### config.mk
export PLATFORM = sky130hd
export DESIGN_NAME = cfa_cell
export DESIGN_NICKNAME = d
export VERILOG_FILES = /design/src/rtl/core/complex_fixed_point_alu_unit_defines.svh /design/src/rtl/core/cfa_pkg.sv /design/src/rtl/core/cfa_cell.sv
export SDC_FILE = /design/constraint.sdc
export NUM_CORES = 1
export LEC_CHECK = 0
export BUFFER_PORTS_ARGS = -buffer_cell sky130_fd_sc_hd__buf_2
export CAP_MARGIN = 20
export CORE_AREA = 2 2 572 574
export DETAILED_ROUTE_END_ITERATION = 7
export DIE_AREA = 0 0 574 576
export MAX_ROUTING_LAYER = met4
export PLACE_DENSITY_LB_ADDON = 0.1
export SETUP_SLACK_MARGIN = 0.5
export SLEW_MARGIN = 20
export SYNTH_ARGS = -nofsm -noshare
export SYNTH_HDL_FRONTEND = slang
export SYNTH_SLANG_ARGS = --single-unit
export TNS_END_PERCENT = 5
### constraint.sdc
create_clock -name clk -period 5.7 [get_ports clk]
set_input_delay 0.285 -clock clk [delete_from_list [all_inputs] [get_ports clk]]
set_output_delay 0.285 -clock clk [all_outputs]
set_load 0.02 [all_outputs]
### src/rtl/core/complex_fixed_point_alu_unit_defines.svh
// Assertion macros for the complex ALU RTL.
// Depends on nothing; included by modules that assert.
`ifndef COMPLEX_FIXED_POINT_ALU_UNIT_DEFINES_SVH
`define COMPLEX_FIXED_POINT_ALU_UNIT_DEFINES_SVH
`ifndef ASSERT_OFF
`define CFA_ASSERT(lbl, clk, rst_n, prop) \
  lbl: assert property (@(posedge clk) disable iff (!rst_n) (prop)) else $error("lbl failed");
`define CFA_ASSERT_NEXT(lbl, clk, rst_n, pre, post) \
  lbl: assert property (@(posedge clk) disable iff (!rst_n) (pre) |=> (post)) \
    else $error("lbl failed");
`else
`define CFA_ASSERT(lbl, clk, rst_n, prop)
`define CFA_ASSERT_NEXT(lbl, clk, rst_n, pre, post)
`endif
`endif

### src/rtl/core/cfa_pkg.sv
// Shared types and constants for the complex fixed-point ALU.
// Depends on nothing.
package cfa_pkg;
  typedef enum logic [2:0] {
    MODE_ADD = 3'd0, MODE_SUB = 3'd1, MODE_MUL = 3'd2, MODE_DIV = 3'd3,
    MODE_NEG = 3'd4, MODE_CONJ = 3'd5, MODE_MAG2 = 3'd6, MODE_MAG = 3'd7
  } mode_t;

  localparam int unsigned DIV_CAP_BITS = 40;
  localparam int unsigned QB = DIV_CAP_BITS + 2;
  localparam int unsigned NB = 64;

  typedef struct packed {
    logic [2:0] mode;
    logic [31:0] a_re;
    logic [31:0] a_im;
    logic [31:0] b_re;
    logic [31:0] b_im;
  } op_t;

  typedef struct packed {
    logic [31:0] res_re;
    logic [31:0] res_im;
    logic div_zero;
    logic overflow;
  } res_t;

  typedef struct packed {
    logic [2:0] mode;
    logic dz;
    logic sgn_re;
    logic sgn_im;
    logic [NB-1:0] num_re;
    logic [NB-1:0] num_im;
    logic [NB-1:0] den;
    logic [NB-1:0] rem_re;
    logic [NB-1:0] rem_im;
    logic [QB-1:0] q_re;
    logic [QB-1:0] q_im;
    logic [NB-1:0] sq_x;
    logic [NB-1:0] sq_res;
    logic [NB-1:0] sq_bit;
    logic [63:0] fin_re;
    logic [63:0] fin_im;
    logic fin_ovf;
  } cell_t;
endpackage

### src/rtl/core/cfa_cell.sv
// One cell of the iterative chain: one restoring-divide fraction bit for both
// parts (when DIV_STEP is nonzero) and one square-root step.
// Depends on cfa_pkg.
module cfa_cell #(
  parameter int unsigned DIV_STEP = 1
) (
  input  logic clk,
  input  logic en,
  input  cfa_pkg::cell_t cin,
  output cfa_pkg::cell_t cout
);
  localparam int unsigned QB = cfa_pkg::QB;
  localparam int unsigned NB = cfa_pkg::NB;
  localparam logic [QB-1:0] CAP = QB'(1) << cfa_pkg::DIV_CAP_BITS;
  cfa_pkg::cell_t c;
  logic [NB:0] rr, ri;
  logic [QB-1:0] qr, qi;
  logic [NB-1:0] t;

  always_comb begin
    c = cin;
    qr = cin.q_re;
    qi = cin.q_im;
    if (DIV_STEP != 0) begin
      rr = {cin.rem_re, 1'b0};
      ri = {cin.rem_im, 1'b0};
      qr = {qr[QB-2:0], 1'b0};
      qi = {qi[QB-2:0], 1'b0};
      if (rr >= {1'b0, cin.den}) begin
        rr = rr - {1'b0, cin.den};
        qr[0] = 1'b1;
      end
      if (ri >= {1'b0, cin.den}) begin
        ri = ri - {1'b0, cin.den};
        qi[0] = 1'b1;
      end
      if (qr > CAP) qr = CAP;
      if (qi > CAP) qi = CAP;
      c.rem_re = rr[NB-1:0];
      c.rem_im = ri[NB-1:0];
    end else begin
      rr = '0;
      ri = '0;
    end
    c.q_re = qr;
    c.q_im = qi;
    t = cin.sq_res + cin.sq_bit;
    if (cin.sq_bit != '0) begin
      if (cin.sq_x >= t) begin
        c.sq_x = cin.sq_x - t;
        c.sq_res = (cin.sq_res >> 1) + cin.sq_bit;
      end else begin
        c.sq_res = cin.sq_res >> 1;
      end
    end
    c.sq_bit = cin.sq_bit >> 2;
  end

  always_ff @(posedge clk) begin
    if (en) begin
      cout <= c;
    end
  end
endmodule

==> reports/qor.yml, run 1 <==
place_hpwl_mm: 245.7
period_minus_slack_ns: 5.288
areaGrowthSynthToFinish_pct: 65.74
async_flop_share_pct: 0
hold_path.class: "in -> reg"
p_comb_share_pct: 38.0
whs_ns: 0.02852
largest_reg_flops: 729
cp-start-kind: "input port"
p_sw_w: 0.008285
grt_usage_pct: 17.41
p_total_w: 0.02233
cts.sinks: 729
setup_violations: 0
synth_top_family_by_area: "compound AO/OA/AOI/OAI gates"
path_class: "in -> reg"
avgViaCountPerCell: 3.933
synth_top_area_cell: "edfxtp_1"
yosys.area.top_type_share_pct: 49.89
yosysWarnings: 0
clock_path_buffers: 4
yosys-top-cells-count: "729 x edfxtp_1, 451 x nand2_1, 405 x a21oi_1"
overflow: 0
drc: 0
rsz0062_at_grt: "yes"
synthCells: 4192
largest_register: "cout"
period_share_pct: 92.78
sw_frac_of_total_pct: 37.10
grt_max_degree: 115
yosysUniqueCellTypes: 90
syn_area_um2: 43880
drv_cap: 0
cts_buffers: 108
avgSynthCellArea_um2: 10.47
hold_end: "cout[490]"
antenna_found_initial: 97
p_leak_nw: 30.55
post_dp_cell_area_um2: 60690
crit_required_ns: 6.27
die_y_um: 576
port_buffers: 1459
synth_compound_area_share_pct: 18.28
cts_tree: "built"
synthFlopType: "edfxtp_1"
relSlewSlack_pct: 35.29
end_kind: "flop"
drive_above_1_share_pct: 33.90
cts-root-buf: "clkbuf_16"
layout.nets: 7981
ys_seq_area_share_pct: 49.89
slowest_delay_ns: 0.46
peakVddDrop_uv: 235.0
initial_core_util_pct: 13.49
p_seq_share_pct: 31.4
final_util_pct: 22.36
synthXorXnorAreaFrac_pct: 5.909
rows: 210
hold_viol: 0
yosysMostFrequentCell: "edfxtp_1"
synth_mux_area_share_pct: 0.7044
slew_viol_final: 0
grt_pass1_vias: 45664
max_freq_ghz: 0.1891
wl_per_cell_um: 25.84
reg_top3: "cout: 729 flops"
p_per_area_nw_per_um2: 307.1
io_pins: 1464
status: "completed"
antenna_left: 0
synth_edf_count: 729
drtIter0Drc: 2618
min_from: "cin[489]"
yosys-top-cells-area: "edfxtp_1 50%, ha_1 9.1%, a21oi_1 4.6%, o21ai_0 4.4%, nand2_1 3.9%"
slowest_stage: "or4b_4"
internal_power_w: 0.01405
dieArea_um2: 330600
tightest_slew_ns: 0.9618
vias: 44835
tns_ns: 0
whs_path_depth: 4
design_area_um2: 72720
path_clk_slew_ns: 0.06
drt-total-wl_mm: 294.6
core_area_um2: 325300
die_w_um: 574
n_fill_cell: 35979
gp_congestion: 0.8525
power.share.clock_pct: 30.6
ys_ff_latch: 729
synth_fa_ha_area_share_pct: 9.296
cp_data_arrival_time_ns: 5.86
htree_levels: 3
yosys.area_share.simple_pct: 13.05
path_max_fanout: 5
first_pass_iters: 6
grt_pass1_wl_mm: 389.6
-- cell families after synthesis --
kind of cell / Yosys count
fa+ha+maj: 323
mux: 30
xor+xnor: 296
simple gates: 1183
buf+inv: 316
compound gates: 1314
flops: 729
other cells: 1
-- critical path, delay by kind of cell --
family          cells  cell delay [ns]
buf+inv             6             1.03
compound gates     16             2.70
simple gates        7             1.07
xor+xnor            1             0.23
fa+ha+maj           2             0.53
-- final cells by class --
class	count	area, µm²	area share (%)
sequential	729	21890	30.10
multi-input combinational	3151	21580	29.67
antenna	45	112.6	0.1548
tap	4346	5438	7.478
clock inverter	67	645.6	0.8878
timing repair buffer	2798	19770	27.19
inverter	137	514.2	0.7071
clock buffer	126	2770	3.809
-- power groups by stage --
stage	combinational [W]	clock, W	sequential, W
after floorplan	0.00292	0	0.00783
after global placement	0.00773	0	0.00715
after detailed placement	0.00767	0	0.00713
after CTS	0.00836	0.00715	0.00704
after global routing	0.00913	0.00730	0.00708
final	0.00847	0.00683	0.00702
-- through the flow --
| step | setup WS, ns | instances |
|---|---|---|
| 2_1_floorplan | 0.4349 | 4195 |
| 3_3_place_gp | -0.9800 | 10390 |
| 3_5_place_dp | -1.046 | 10390 |
| 4_1_cts | 0.4965 | 11324 |
| 5_1_grt | 0.2022 | 11387 |
| 6_report | 0.4117 | 11399 |
-- how the worst max path moves through the flow --
stage	start	endpoint	slack [ns]
floorplan	cin[200]	cout[256]	0.43
global placement	cin[129]	cout[244]	-0.98
detailed placement	cin[129]	cout[244]	-1.05
CTS	cin[196]	cout[220]	0.50
global route	cin[130]	cout[209]	0.20
finish	cin[135]	cout[258]	0.41
-- cells in the final DEF, fill, tap and decap left out, types with 18 or more instances in the layout --
cell type,instances
a211oi_1,19
a21o_1,184
a21oi_1,386
a21oi_2,18
a31oi_1,39
and2_1,20
and3_1,29
buf_12,21
buf_2,1451
buf_4,571
clkbuf_1,18
clkbuf_16,115
clkinv_1,19
clkinv_2,22
diode_2,45
dlygate4sd3_1,726
edfxtp_1,729
ha_1,306
inv_1,136
mux2i_1,23
nand2_1,441
nand2b_1,52
nand3_1,61
nand4_1,86
nor2_1,196
nor2b_1,126
nor3_1,37
nor4_1,48
o211ai_1,21
o21a_1,33
o21ai_0,361
o21ai_1,28
o21bai_1,57
o31ai_1,18
xnor2_1,152
xor2_1,142
-- per-layer routing --
metal	part of all wire, %	GRT usage [%]	vias to the layer above
met5	0	-	-
met4	2.8	4.262	0
li1	-	-	21227
met1	42	20.31	21927
met3	4.9	2.985	300
met2	51	30.84	1381
-- what timing repair did --
item,CTS,global route
cloned,3,10
hold endpoints to repair,752,0
hold buffers,726,0
setup buffers,12,20
gates resized for setup,54,102
pin swaps,34,53
endpoints found under the setup margin,128,128
(Power assumes the default switching activity.)
==> run 2: changes to the inputs <==
Settings changed: CTS_BUF_LIST from default to sky130_fd_sc_hd__clkbuf_16.
==> reports/qor.yml, run 2 (synthesis gave the netlist of run 1 again) <==
final_cells: 11400
avgViaCountPerCell: 3.934
crit_required_ns: 6.27
overflow: 0
initial_core_util_pct: 13.49
grt_pass1_vias: 45666
drt-total-wl_mm: 294.6
htree_levels: 3
grt_pass1_wl_mm: 389.6
clock_path_buffers: 4
die_w_um: 574
drtIter0Drc: 2600
end_kind: "flop"
rows: 210
grt_max_degree: 115
grt_usage_pct: 17.41
rsz0062_at_grt: "yes"
relSlewSlack_pct: 35.28
cts_tree: "built"
period_minus_slack_ns: 5.293
dieArea_um2: 330600
hold_path.class: "in -> reg"
path_class: "in -> reg"
path_clk_slew_ns: 0.06
antenna_left: 0
power.share.clock_pct: 30.5
port_buffers: 1459
final_common_cell: "buf_2"
antenna_found_initial: 97
status: "completed"
p_leak_nw: 30.63
max_freq_ghz: 0.1889
drv_cap: 0
vias: 44845
sw_frac_of_total_pct: 37.15
drc: 0
drive_above_1_share_pct: 33.90
path_max_fanout: 5
p_seq_share_pct: 31.5
cts-root-buf: "clkbuf_16"
peakVddDrop_uv: 233.6
layout.nets: 7981
wl_per_cell_um: 25.84
slew_viol_final: 0
io_pins: 1464
placed_cells: 10390
slowest_delay_ns: 0.46
final_util_pct: 22.36
die_y_um: 576
cts.sinks: 729
areaGrowthSynthToFinish_pct: 65.75
reg_top3: "cout: 729 flops"
crit_start: "cin[135]"
largest_register: "cout"
p_comb_share_pct: 38.0
cp-start-kind: "input port"
cts_buffers: 108
gp_congestion: 0.8525
setup_violations: 0
period_share_pct: 92.86
hold_viol: 0
core_area_um2: 325300
p_sw_w: 0.008283
slowest_stage: "or4b_4"
tightest_slew_ns: 0.9620
first_pass_iters: 7
place_hpwl_mm: 245.7
mostFrequentLayoutCells: "1451 x buf_2, 729 x edfxtp_1, 726 x dlygate4sd3_1, 571 x buf_4, 441 x nand2_1"
internal_power_w: 0.01401
largest_reg_flops: 729
p_per_area_nw_per_um2: 306.6
cp_data_arrival_time_ns: 5.86
min_from: "cin[489]"
run 2: cell types whose count changed in the layout (fill, tap and decap cells not counted):
cell and change:
inv_1 +18, clkbuf_1 -18, diode_2 +1
run 2: repair_timing:
| action | CTS | global route |
|---|---|---|
| endpoints found under the hold margin | 752 | 0 |
| pin swaps | 34 | 53 |
| endpoints found under the setup margin | 128 | 128 |
| cloned | 3 | 10 |
| hold buffers | 726 | 0 |
| resized for setup | 54 | 102 |
| setup buffers | 12 | 20 |
run 2: metrics by stage:
step | hold slack [ns] | area [µm²] | total power (W) | worst slack (ns) | TNS [ns]
after global routing | 0.01694 | 72690 | 0.02347 | 0.2025 | 0
after global placement | 0.4612 | 60690 | 0.01488 | -0.9800 | -110.04
final | 0.02789 | 72720 | 0.02230 | 0.4069 | 0
after floorplan | 0.3839 | 44210 | 0.01075 | 0.4349 | 0
after CTS | 0.00002071 | 71850 | 0.02251 | 0.4965 | 0
after detailed placement | 0.4631 | 60690 | 0.01480 | -1.046 | -118.70
run 2: final cells by class:
class / count / area (µm²)
Inverter: 137 / 514.2
Timing Repair Buffer: 2798 / 19770
Antenna cell: 46 / 115.1
Sequential cell: 729 / 21890
Clock inverter: 85 / 713.2
Multi-Input combinational cell: 3151 / 21580
Tap cell: 4346 / 5438
Clock buffer: 108 / 2703
Fill cell: 35980 / 252600
run 2: worst paths after layout:
path	endpoint	cells past startpoint
min	cout[490]	4
max	cout[258]	32
run 2: power by group through the flow:
stage                     Sequential (W)  Combinational (W)  Clock, W
final                            0.00702            0.00847   0.00680
after global routing             0.00708            0.00913   0.00727
after global placement           0.00715            0.00773         0
after floorplan                  0.00783            0.00292         0
after detailed placement         0.00713            0.00767         0
after CTS                        0.00704            0.00836   0.00712
run 2: routing by layer:
metal	routed length, µm	GRT usage [%]	vias to the layer above	share of wire [%]
met5	0	-	-	0
met1	122700	20.30	21920	42
met3	14450	2.985	303	4.9
met2	149200	30.84	1388	51
li1	-	-	21234	-
met4	8198	4.262	0	2.8
run 2: critical path, delay by kind of cell:
family	cells	cell delay, ns
buf+inv	6	1.03
simple gates	7	1.07
fa+ha+maj	2	0.53
compound gates	16	2.70
xor+xnor	1	0.23
