==> src/rtl/core/complex_fixed_point_alu_unit_defines.svh <==
// Assertion macros for the complex ALU RTL.
// Depends on nothing; included by modules that assert.
`ifndef COMPLEX_FIXED_POINT_ALU_UNIT_DEFINES_SVH
`define COMPLEX_FIXED_POINT_ALU_UNIT_DEFINES_SVH
`ifndef ASSERT_OFF
`define CFA_ASSERT(lbl, clk, rst_n, prop) \
  lbl: assert property (@(posedge clk) disable iff (!rst_n) (prop)) else $error("lbl failed");
`define CFA_ASSERT_NEXT(lbl, clk, rst_n, pre, post) \
  lbl: assert property (@(posedge clk) disable iff (!rst_n) (pre) |=> (post)) \
    else $error("lbl failed");
`else
`define CFA_ASSERT(lbl, clk, rst_n, prop)
`define CFA_ASSERT_NEXT(lbl, clk, rst_n, pre, post)
`endif
`endif

==> src/rtl/core/cfa_pkg.sv <==
// Shared types and constants for the complex fixed-point ALU.
// Depends on nothing.
package cfa_pkg;
  typedef enum logic [2:0] {
    MODE_ADD = 3'd0, MODE_SUB = 3'd1, MODE_MUL = 3'd2, MODE_DIV = 3'd3,
    MODE_NEG = 3'd4, MODE_CONJ = 3'd5, MODE_MAG2 = 3'd6, MODE_MAG = 3'd7
  } mode_t;

  localparam int unsigned DIV_CAP_BITS = 40;
  localparam int unsigned QB = DIV_CAP_BITS + 2;
  localparam int unsigned NB = 64;

  typedef struct packed {
    logic [2:0] mode;
    logic [31:0] a_re;
    logic [31:0] a_im;
    logic [31:0] b_re;
    logic [31:0] b_im;
  } op_t;

  typedef struct packed {
    logic [31:0] res_re;
    logic [31:0] res_im;
    logic div_zero;
    logic overflow;
  } res_t;

  typedef struct packed {
    logic [2:0] mode;
    logic dz;
    logic sgn_re;
    logic sgn_im;
    logic [NB-1:0] num_re;
    logic [NB-1:0] num_im;
    logic [NB-1:0] den;
    logic [NB-1:0] rem_re;
    logic [NB-1:0] rem_im;
    logic [QB-1:0] q_re;
    logic [QB-1:0] q_im;
    logic [NB-1:0] sq_x;
    logic [NB-1:0] sq_res;
    logic [NB-1:0] sq_bit;
    logic [63:0] fin_re;
    logic [63:0] fin_im;
    logic fin_ovf;
  } cell_t;
endpackage

==> src/rtl/core/cfa_back.sv <==
// Back stage: select and saturate the final real and imaginary parts.
// Depends on cfa_pkg.
module cfa_back #(
  parameter int unsigned W = 32,
  parameter int unsigned FB = 16
) (
  input  cfa_pkg::cell_t cin,
  output cfa_pkg::res_t res
);
  localparam int unsigned NB = cfa_pkg::NB;
  localparam logic [NB-1:0] LIM = NB'(1) << (W - 1);
  localparam logic [NB-1:0] RND = (NB'(1) << FB) - NB'(1);

  logic ov_re, ov_im;
  logic [NB-1:0] m_re, m_im;
  logic n_re, n_im;
  logic [31:0] o_re, o_im;

  function automatic logic [31:0] satf(input logic neg, input logic [NB-1:0] mag,
                                       output logic ov);
    logic [NB-1:0] mm;
    mm = mag;
    ov = 1'b0;
    if (neg) begin
      if (mm > LIM) begin mm = LIM; ov = 1'b1; end
      mm = -mm;
    end else if (mm > LIM - NB'(1)) begin
      mm = LIM - NB'(1);
      ov = 1'b1;
    end
    return mm[31:0];
  endfunction

  always_comb begin
    n_re = cin.sgn_re;
    n_im = cin.sgn_im;
    m_re = cin.num_re;
    m_im = cin.num_im;
    unique case (cfa_pkg::mode_t'(cin.mode))
      cfa_pkg::MODE_MUL, cfa_pkg::MODE_MAG2: begin
        if (cin.sgn_re) m_re = (cin.num_re + RND) >> FB;
        else m_re = cin.num_re >> FB;
        if (cin.sgn_im) m_im = (cin.num_im + RND) >> FB;
        else m_im = cin.num_im >> FB;
        n_re = cin.sgn_re && (m_re != '0);
        n_im = cin.sgn_im && (m_im != '0);
      end
      cfa_pkg::MODE_DIV: begin
        m_re = NB'(cin.q_re);
        m_im = NB'(cin.q_im);
        n_re = cin.sgn_re && (cin.q_re != '0);
        n_im = cin.sgn_im && (cin.q_im != '0);
      end
      cfa_pkg::MODE_MAG: begin
        m_re = cin.sq_res;
        m_im = '0;
        n_re = 1'b0;
        n_im = 1'b0;
      end
      default: begin
      end
    endcase
    o_re = satf(n_re, m_re, ov_re);
    o_im = satf(n_im, m_im, ov_im);
    res.div_zero = cin.dz;
    if (cin.dz) begin
      res.res_re = '0;
      res.res_im = '0;
      res.overflow = 1'b0;
    end else begin
      res.res_re = o_re;
      res.res_im = o_im;
      res.overflow = ov_re | ov_im;
    end
  end
endmodule

==> config.mk <==
export PLATFORM = sky130hd
export DESIGN_NAME = cfa_back
export DESIGN_NICKNAME = d
export VERILOG_FILES = /design/src/rtl/core/complex_fixed_point_alu_unit_defines.svh /design/src/rtl/core/cfa_pkg.sv /design/src/rtl/core/cfa_back.sv
export SDC_FILE = /design/constraint.sdc
export NUM_CORES = 1
export LEC_CHECK = 0
export BUFFER_PORTS_ARGS = -buffer_cell sky130_fd_sc_hd__buf_2
export CAP_MARGIN = 20
export CELL_PAD_IN_SITES_DETAIL_PLACEMENT = 0
export CELL_PAD_IN_SITES_GLOBAL_PLACEMENT = 1
export CORE_AREA = 2 2 313 315
export DETAILED_ROUTE_END_ITERATION = 12
export DIE_AREA = 0 0 315 317
export PLACE_DENSITY_LB_ADDON = 0.05
export SYNTH_ARGS = -nofsm -noshare
export SYNTH_HDL_FRONTEND = slang
export SYNTH_SLANG_ARGS = --single-unit
export TNS_END_PERCENT = 50
==> constraint.sdc <==
create_clock -name vclk -period 7.57
set_input_delay 1.1355 -clock vclk [all_inputs]
set_output_delay 1.1355 -clock vclk [all_outputs]
set_load 0.01 [all_outputs]
==> results of run 1 <==
timing repair:
item | 4_1_cts | 5_1_grt
cloned | 0 | 0
endpoints found under the setup margin | 6 | 12
resized for setup | 1 | 14
hold buffers | 0 | 0
cells in the mapped netlist (all sizes together), types with 9 or more instances:
master,instances,area (µm²)
or2,10,62.56
a2111oi,14,148.9
nor2,138,518.0
buf,47,252.7
nand3,96,480.5
clkbuf,84,316.6
a311oi,11,96.34
and3,34,212.7
o211ai,18,135.1
and4,23,201.4
nand4,55,350.3
and2,15,95.09
nor4,80,521.8
nand2b,15,93.84
or4,20,153.9
xor2,14,122.6
xnor2,34,297.8
nor3,84,420.4
a31oi,21,131.4
o21ai,97,489.2
o221ai,16,140.1
inv,26,97.59
a221oi,9,78.83
a211oi,28,237.7
mux2i,34,340.3
o31ai,14,105.1
or3,21,131.4
nand2,136,510.5
a21oi,103,515.5
critical path, stage by stage:
cell	delay [ns]
buf_2	0.15
nand4_2	0.17
buf_4	0.21
or4_1	0.71
nor4_1	0.48
xnor2_1	0.26
o221ai_1	0.28
or4b_4	0.57
o41ai_4	0.31
and2_1	0.25
nand2b_1	0.08
ha_1	0.21
and4_1	0.20
nand2_1	0.17
buf_4	0.14
a21oi_1	0.15
a211oi_1	0.38
buf_4	0.17
buf_2	0.11
metrics by stage:
step,setup TNS [ns],cells
CTS,0,3199
global route,0,3201
detailed placement,-0.4661,3199
finish,0,3207
floorplan,0,1482
global placement,-2.613,3197
power by group through the flow:
stage / clock network (µW) / registers, µW / logic [µW]
5_1_grt: 0.0000177 / 0 / 817
2_1_floorplan: 0 / 0 / 325
6_report: 0.0000145 / 0 / 755
4_1_cts: 0 / 0 / 769
3_3_place_gp: 0 / 0 / 771
3_5_place_dp: 0 / 0 / 766
path summary, 6_finish.rpt:
kind,cells past startpoint,startpoint,endpoint
setup / recovery,19,cin[684],res[58]
hold / removal,6,cin[666],res[39]
final cells by class:
type | count | area [µm²]
inverter | 29 | 108.9
timing repair buffer | 573 | 3531
tap | 1276 | 1597
antenna | 7 | 17.52
multi-input combinational | 1322 | 8335
fill | 11370 | 82690
routing by layer:
layer	wire length, µm	up-vias	track usage
li1	-	6741	-
met1	37510	7169	0.2077
met2	41720	470	0.2941
met3	3929	76	0.02054
met4	1889	18	0.03095
met5	105	-	0
cells in the final DEF, fill, tap and decap left out, types with 33 or more instances in the layout:
master,instances
buf_2,350
buf_4,214
nor2_1,138
nand2_1,136
a21oi_1,103
nand3_1,96
o21ai_0,93
nor3_1,82
nor4_1,71
nand4_1,54
xnor2_1,34
mux2i_1,34
and3_1,33
logic make-up after synthesis:
group                      after synthesis
adders and majority gates                2
buffers and inverters                  160
AOI/OAI and AO/OA                      465
xor gates and xnor gates                48
and+or+nand+nor                        765
muxes                                   42
==> flow_metrics.py, run 1 <==
metrics = {
    "outcome": {
        "status": "completed",
    },
    "sta": {
        "max_freq_mhz": 137.4,
        "slew_violations": 0,
        "min_period_ns": 7.281,
        "setup_violations": 0,
        "holdWs_ns": 2.917,
        "hold_viol": 0,
        "rsz0062_at_grt": "no",
        "setup_ws_ns": 0.2894,
        "worst_pin_slew_ns": 0.9683,
        "maxSlewHeadroom": 0.3485,
        "final.period_utilization": 0.9618,
    },
    "detailed_routing": {
        "routed_wl_um": 85160,
        "drc": 0,
        "vias": 14470,
        "ant_nets": 0,
        "drtPass1Iterations": 6,
        "wl_per_cell_um": 26.55,
        "viasPerCell": 4.513,
        "drt_iter0_markers": 774,
    },
    "yosys": {
        "syn_area_mm2": 0.008907,
        "yosysUniqueCellTypes": 93,
        "synth_compound_area_frac": 0.3686,
        "synthMuxAreaShare": 0.04832,
        "synth_top_family_by_area": "simple AND/OR/NAND/NOR gates",
        "yosys_warnings": 0,
        "synthesis.instances": 1482,
        "synthAdderAreaFrac": 0.002809,
        "synthXorXnorAreaFrac": 0.04720,
        "synth.avg_cell_area_um2": 6.010,
        "seq_area_frac_synth": 0,
        "syn_nets": 2215,
        "synth-simple-area-share": 0.4569,
    },
    "global_routing": {
        "track_usage": 0.1632,
        "grt.overflow.total": 0,
        "grt_pass1_vias": 14860,
        "grt_max_degree": 58,
        "antenna_found_initial": 21,
        "grt_pass1_wl_um": 117000,
    },
    "worst_setup_path": {
        "worstPathRequired_ns": 6.43,
        "arrival_ns": 6.15,
        "crit_path_end_kind": "primary output",
        "crit_type": "in -> out",
        "cp-start-kind": "input pin",
        "worst-path-max-fanout": 6,
    },
    "placed_design": {
        "place_congestion": 0.8494,
        "dp.final_hpwl_um": 72260,
        "preCtsSetupSlack_ns": -0.1136,
        "numPortBuffers": 348,
        "place_area_mm2": 0.01347,
    },
    "power": {
        "fin_total_pwr_uw": 755.3,
        "p_leak_uw": 0.005055,
        "switching_share": 0.6377,
        "seqPwrFrac": 0,
        "pwr-share-clk": 0,
        "power_density_mw_per_mm2": 55.58,
        "power_frac_comb": 1.000,
        "p_int_uw": 273.6,
        "ir_drop_uv": 24.62,
        "switching_power_uw": 481.6,
    },
    "floorplan": {
        "fp.coreArea_mm2": 0.09628,
        "rows": 114,
        "die_h_um": 317,
        "io_pins": 797,
        "start_util": 0.09251,
        "die_w_um": 315,
        "dieArea_mm2": 0.09986,
    },
    "finish": {
        "utilization": 0.1411,
        "final_nets": 2659,
        "synthToLayoutAreaGrowth_pct": 52.56,
        "final-seq-area_um2": 0,
        "clock_buffers": 0,
        "design_area_mm2": 0.01359,
        "seq_cell_count": 0,
        "layout-drive-gt1-share": 0.3316,
    },
    "hold_path": {
        "hp-class": "in -> out",
    },
    "clock_network": {
        "cts_setup_buffers": 0,
    },
    "job": {
        "max_cap_viol_count": 0,
    },
}
(Power assumes the default switching activity.)
==> inputs of run 2 (changes only) <==
--- a/config.mk
+++ b/config.mk
@@ -9,9 +9,9 @@
 export CAP_MARGIN = 20
 export CELL_PAD_IN_SITES_DETAIL_PLACEMENT = 0
 export CELL_PAD_IN_SITES_GLOBAL_PLACEMENT = 1
-export CORE_AREA = 2 2 313 315
+export CORE_AREA = 2 2 308 310
 export DETAILED_ROUTE_END_ITERATION = 12
-export DIE_AREA = 0 0 315 317
+export DIE_AREA = 0 0 310 312
 export PLACE_DENSITY_LB_ADDON = 0.05
 export SYNTH_ARGS = -nofsm -noshare
 export SYNTH_HDL_FRONTEND = slang
==> constraint.sdc (replaced) <==
create_clock -name vclk -period 5.85
set_input_delay 0.8775 -clock vclk [all_inputs]
set_output_delay 0.8775 -clock vclk [all_outputs]
set_load 0.01 [all_outputs]
==> run 2 against run 1 <==
Sequential share of layout area stayed put. Critical path depth down 1. Flip-flop and latch count stayed put. Routed wire length grew 2.4%. Setup slack got worse by 0.50 ns. Power rose by 68%. Final cell count rose by 12%. Via count is 10% higher. Die area is 3.1% lower. First-iteration DRC count up 13%. Highest routed layer unchanged. Critical path type unchanged. Largest power group unchanged. The flow now finishes with violations (setup timing). Combinational power rose by 68%. Hold slack worse by 0.54 ns.
==> flow_metrics.py, run 2 (same netlist as run 1, synthesis figures left out) <==
metrics = {
    "floorplan": {
        "fp.coreArea_mm2": 0.09305,
        "die_h_um": 312,
        "io_pins": 797,
        "start_util": 0.09573,
        "dieArea_mm2": 0.09672,
        "die_w_um": 310,
        "rows": 112,
    },
    "sta": {
        "setup_violations": 14,
        "maxSlewHeadroom": 0.4368,
        "min_period_ns": 6.056,
        "max_freq_mhz": 165.1,
        "slew_violations": 0,
        "setup_ws_ns": -0.2065,
        "rsz0062_at_grt": "yes",
        "final.period_utilization": 1.035,
        "worst_pin_slew_ns": 0.8360,
        "hold_viol": 0,
        "tns_ns": -1.399,
    },
    "detailed_routing": {
        "ant_nets": 0,
        "drc": 0,
        "routed_wl_um": 87170,
        "drtPass1Iterations": 5,
        "drt_iter0_markers": 878,
        "viasPerCell": 4.449,
        "wl_per_cell_um": 24.27,
        "vias": 15980,
    },
    "finish": {
        "final-seq-area_um2": 0,
        "mostFrequentLayoutCell": "buf_4",
        "design_area_mm2": 0.01849,
        "utilization": 0.1987,
        "final_cell_mix": "buf_4, buf_2, nor2_1",
        "final_nets": 3067,
        "synthToLayoutAreaGrowth_pct": 107.6,
        "fin_cells": 3592,
        "seq_cell_count": 0,
        "clock_buffers": 0,
        "layout-drive-gt1-share": 0.5206,
    },
    "global_routing": {
        "grt.overflow.total": 0,
        "grt_pass1_wl_um": 121300,
        "track_usage": 0.1719,
        "grt_max_degree": 58,
        "grt_pass1_vias": 16660,
        "antenna_found_initial": 15,
    },
    "placed_design": {
        "dp.final_hpwl_um": 75230,
        "numPortBuffers": 348,
        "place_congestion": 0.8485,
        "place_inst": 3516,
        "place_area_mm2": 0.01648,
    },
    "outcome": {
        "failed_checks": "setup timing",
        "status": "finished, violations left",
    },
    "worst_setup_path": {
        "path_cells": "buf_8 -> nand4_4 -> or4_4 -> a2111oi_4 -> xnor2_2 -> o221a_4 -> nand4_1 -> or4b_4 -> o41ai_4 -> and2_4 -> nand2b_1 -> ha_2 -> and4_4 -> nand2_4 -> nor4_2 -> or3_1 -> a311oi_2 -> buf_2",
        "cpLargestDelayFamily": "simple AND/OR/NAND/NOR gates",
        "slowest_delay_ns": 0.53,
        "arrival_ns": 5.18,
        "crit_type": "in -> out",
        "cp-start-kind": "input pin",
        "critPathBufInv": 2,
        "crit_path_end_kind": "primary output",
        "worstPathRequired_ns": 4.97,
        "worst-path-max-fanout": 5,
        "crit_slowest_cell": "or4b_4",
    },
    "power": {
        "ir_drop_uv": 22.15,
        "p_leak_uw": 0.007496,
        "power_density_mw_per_mm2": 68.44,
    },
    "clock_network": {
        "hold_buffers": 0,
    },
    "job": {
        "max_cap_viol_count": 0,
    },
    "hold_path": {
        "hp-class": "in -> out",
    },
}
[run 2: changes by cell type in the layout (fill, tap and decap cells not counted), moves of 9 or more]
| cell | before | now |
|---|---|---|
| buf_4 | 214 | 595 |
| o21ai_1 | 3 | 14 |
| buf_12 | 8 | 20 |
| o21ai_0 | 93 | 78 |
| buf_2 | 350 | 315 |
| nand3_1 | 96 | 85 |
| a211oi_2 | 1 | 11 |
| nor4_4 | 1 | 21 |
| nor4_1 | 71 | 41 |
| nand2_1 | 136 | 125 |
| nor3_1 | 82 | 71 |
| buf_6 | 0 | 44 |
| nor4_2 | 8 | 18 |
| a211oi_1 | 24 | 15 |
[run 2: worst paths after layout]
check	startpoint	to	depth (start not counted)
setup / recovery	cin[683]	res[60]	18
hold / removal	cin[600]	res[5]	6
[run 2: cell type report]
class | instances | area, µm²
Multi-Input combinational cell | 1322 | 9718
Timing Repair Buffer | 981 | 7067
Antenna cell | 6 | 15.01
Fill cell | 10730 | 74560
Tap cell | 1254 | 1569
Inverter | 29 | 123.9
[run 2: per-stage QoR]
| step | power, µW | setup WS, ns | hold slack (ns) |
|---|---|---|---|
| 2_1_floorplan | 441.4 | -0.04300 | 1.847 |
| 3_3_place_gp | 1169 | -0.9225 | 2.421 |
| 3_5_place_dp | 1164 | -0.8835 | 2.424 |
| 4_1_cts | 1244 | -0.2316 | 2.390 |
| 5_1_grt | 1359 | -0.3530 | 2.432 |
| 6_report | 1266 | -0.2065 | 2.374 |
[run 2: report_power, final]
part	internal, µW	leakage [µW]	switching [µW]
Sequential	0	0	0
Clock	0.000126	0.0000000380	0
Combinational	556	0.00750	709
[run 2: what timing repair did]
action | in CTS | in global routing
endpoints found under the setup margin | 63 | 53
resized for setup | 199 | 102
setup buffers | 56 | 23
gates cloned | 1 | 1
pin swaps | 74 | 43
[run 2: metal layers]
metal	vias up	GRT usage	part of all wire
li1	7556	-	-
met1	7896	0.2172	0.44
met2	450	0.3180	0.50
met3	70	0.01438	0.037
met4	8	0.02789	0.023
met5	-	0	0.00061
==> inputs of run 3 (changes only) <==
--- a/config.mk
+++ b/config.mk
@@ -13,6 +13,8 @@
 export DETAILED_ROUTE_END_ITERATION = 12
 export DIE_AREA = 0 0 310 312
 export PLACE_DENSITY_LB_ADDON = 0.05
+export RECOVER_POWER = 25
+export REMOVE_ABC_BUFFERS = 1
 export SYNTH_ARGS = -nofsm -noshare
 export SYNTH_HDL_FRONTEND = slang
 export SYNTH_SLANG_ARGS = --single-unit
==> run 3 against run 2 <==
The run still ends with setup timing left. Routed wire length rose by 3.7%. Critical path depth did not move. Maximum frequency rose by 1.4%. Design area rose by 2.4%. Via count rose by 1.4%. Flip-flop and latch count did not move. Die area did not move.
==> flow_metrics.py, run 3 (same netlist as run 1, synthesis figures left out) <==
metrics = {
    "outcome": {
        "status": "finished, violations left",
        "failed_checks": "setup timing",
    },
    "detailed_routing": {
        "vias": 16210,
        "wl_per_cell_um": 24.86,
        "drtPass1Iterations": 5,
        "viasPerCell": 4.457,
        "drt_iter0_markers": 971,
        "drc": 0,
        "routed_wl_um": 90390,
        "ant_nets": 0,
    },
    "worst_setup_path": {
        "crit_path_end_kind": "primary output",
        "path_cells": "buf_8 -> nand4_4 -> or4_4 -> buf_6 -> or4_4 -> o211ai_1 -> nand3b_1 -> nand4b_1 -> o41ai_4 -> and2_4 -> nand2b_4 -> ha_4 -> and4_4 -> nand2_2 -> nor4_1 -> or3_1 -> a311oi_2 -> buf_2",
        "crit_slowest_cell": "or4_4",
        "cpLargestDelayFamily": "simple AND/OR/NAND/NOR gates",
        "worst-path-max-fanout": 4,
        "critical_path.endpoint": "res[60]",
        "startpoint": "cin[685]",
        "critPathBufInv": 3,
        "arrival_ns": 5.09,
        "cpMostUsedCell": "or4_4",
        "path_depth": 18,
        "slowest_delay_ns": 0.57,
        "crit_type": "in -> out",
        "cp-start-kind": "input pin",
        "worstPathRequired_ns": 4.97,
    },
    "global_routing": {
        "grt_pass1_vias": 16850,
        "grt_pass1_wl_um": 126100,
        "grt_max_degree": 44,
        "antenna_found_initial": 21,
        "grt.overflow.total": 0,
        "track_usage": 0.1790,
    },
    "sta": {
        "tns_ns": -0.7088,
        "rsz0062_at_grt": "yes",
        "final.period_utilization": 1.021,
        "hold_viol": 0,
        "maxSlewHeadroom": 0.5215,
        "min_period_ns": 5.972,
        "setup_violations": 14,
        "worst_pin_slew_ns": 0.7112,
        "setup_ws_ns": -0.1217,
        "max_freq_mhz": 167.5,
        "holdWs_ns": 2.180,
        "slew_violations": 0,
    },
    "finish": {
        "synthToLayoutAreaGrowth_pct": 112.7,
        "final_cell_mix": "buf_4, buf_2, nor2_1",
        "seq_cell_count": 0,
        "clock_buffers": 0,
        "layout-drive-gt1-share": 0.5404,
        "utilization": 0.2036,
        "final_nets": 3111,
        "mostFrequentLayoutCell": "buf_4",
        "final-seq-area_um2": 0,
        "fin_cells": 3636,
    },
    "placed_design": {
        "preCtsSetupSlack_ns": -1.322,
        "place_congestion": 0.8508,
        "place_inst": 3550,
        "numPortBuffers": 348,
        "dp.final_hpwl_um": 77290,
    },
    "power": {
        "p_leak_uw": 0.007721,
        "power_density_mw_per_mm2": 69.82,
        "ir_drop_uv": 29.54,
    },
    "job": {
        "max_cap_viol_count": 0,
    },
    "floorplan": {
        "io_pins": 797,
        "start_util": 0.09573,
        "die_h_um": 312,
        "rows": 112,
        "fp.coreArea_mm2": 0.09305,
        "dieArea_mm2": 0.09672,
        "die_w_um": 310,
    },
    "hold_path": {
        "min_from": "cin[727]",
        "hp-class": "in -> out",
    },
}
==> run 3: layout make-up <==
| class | instances | area, µm² |
|---|---|---|
| multi-input cells | 1322 | 9853 |
| diodes | 6 | 15.01 |
| repair buffers | 1025 | 7387 |
| fillers | 10760 | 74110 |
| inverters | 29 | 118.9 |
| well taps | 1254 | 1569 |
==> run 3: stage by stage <==
stage / power (µW) / cell area (µm²)
final: 1323 / 18940
after floorplan: 363.5 / 8338
after global placement: 1179 / 16310
after CTS: 1287 / 18080
after global routing: 1413 / 18930
after detailed placement: 1172 / 16310
==> run 3: repair_timing <==
item                                    in CTS  in global routing
endpoints found under the setup margin      65                 59
hold buffers                                 0                  0
buffers inserted                            62                 22
pin swaps                                   87                 73
resized for setup                          260                153
cloned                                       2                  0
==> run 3: worst min path at each step <==
stage | slack (ns) | cells past startpoint | endpoint
2_1_floorplan | 1.76 | 0 | res[1]
3_3_place_gp | 2.18 | 2 | res[1]
3_5_place_dp | 2.17 | 2 | res[1]
4_1_cts | 2.19 | 2 | res[1]
5_1_grt | 2.21 | 2 | res[1]
6_report | 2.18 | 2 | res[1]
==> run 3: metal layers <==
layer	vias to the layer above	routed length [µm]	GRT usage
li1	7657	-	-
met1	8010	40730	0.2406
met2	477	44420	0.3206
met3	48	4287	0.01648
met4	14	859	0.01109
met5	-	89	0
==> run 3: power breakdown <==
part	internal, µW	total (µW)	switching (µW)
combinational	587	1320	736
sequential	0	0	0
clock	0.000138	0.000138	0
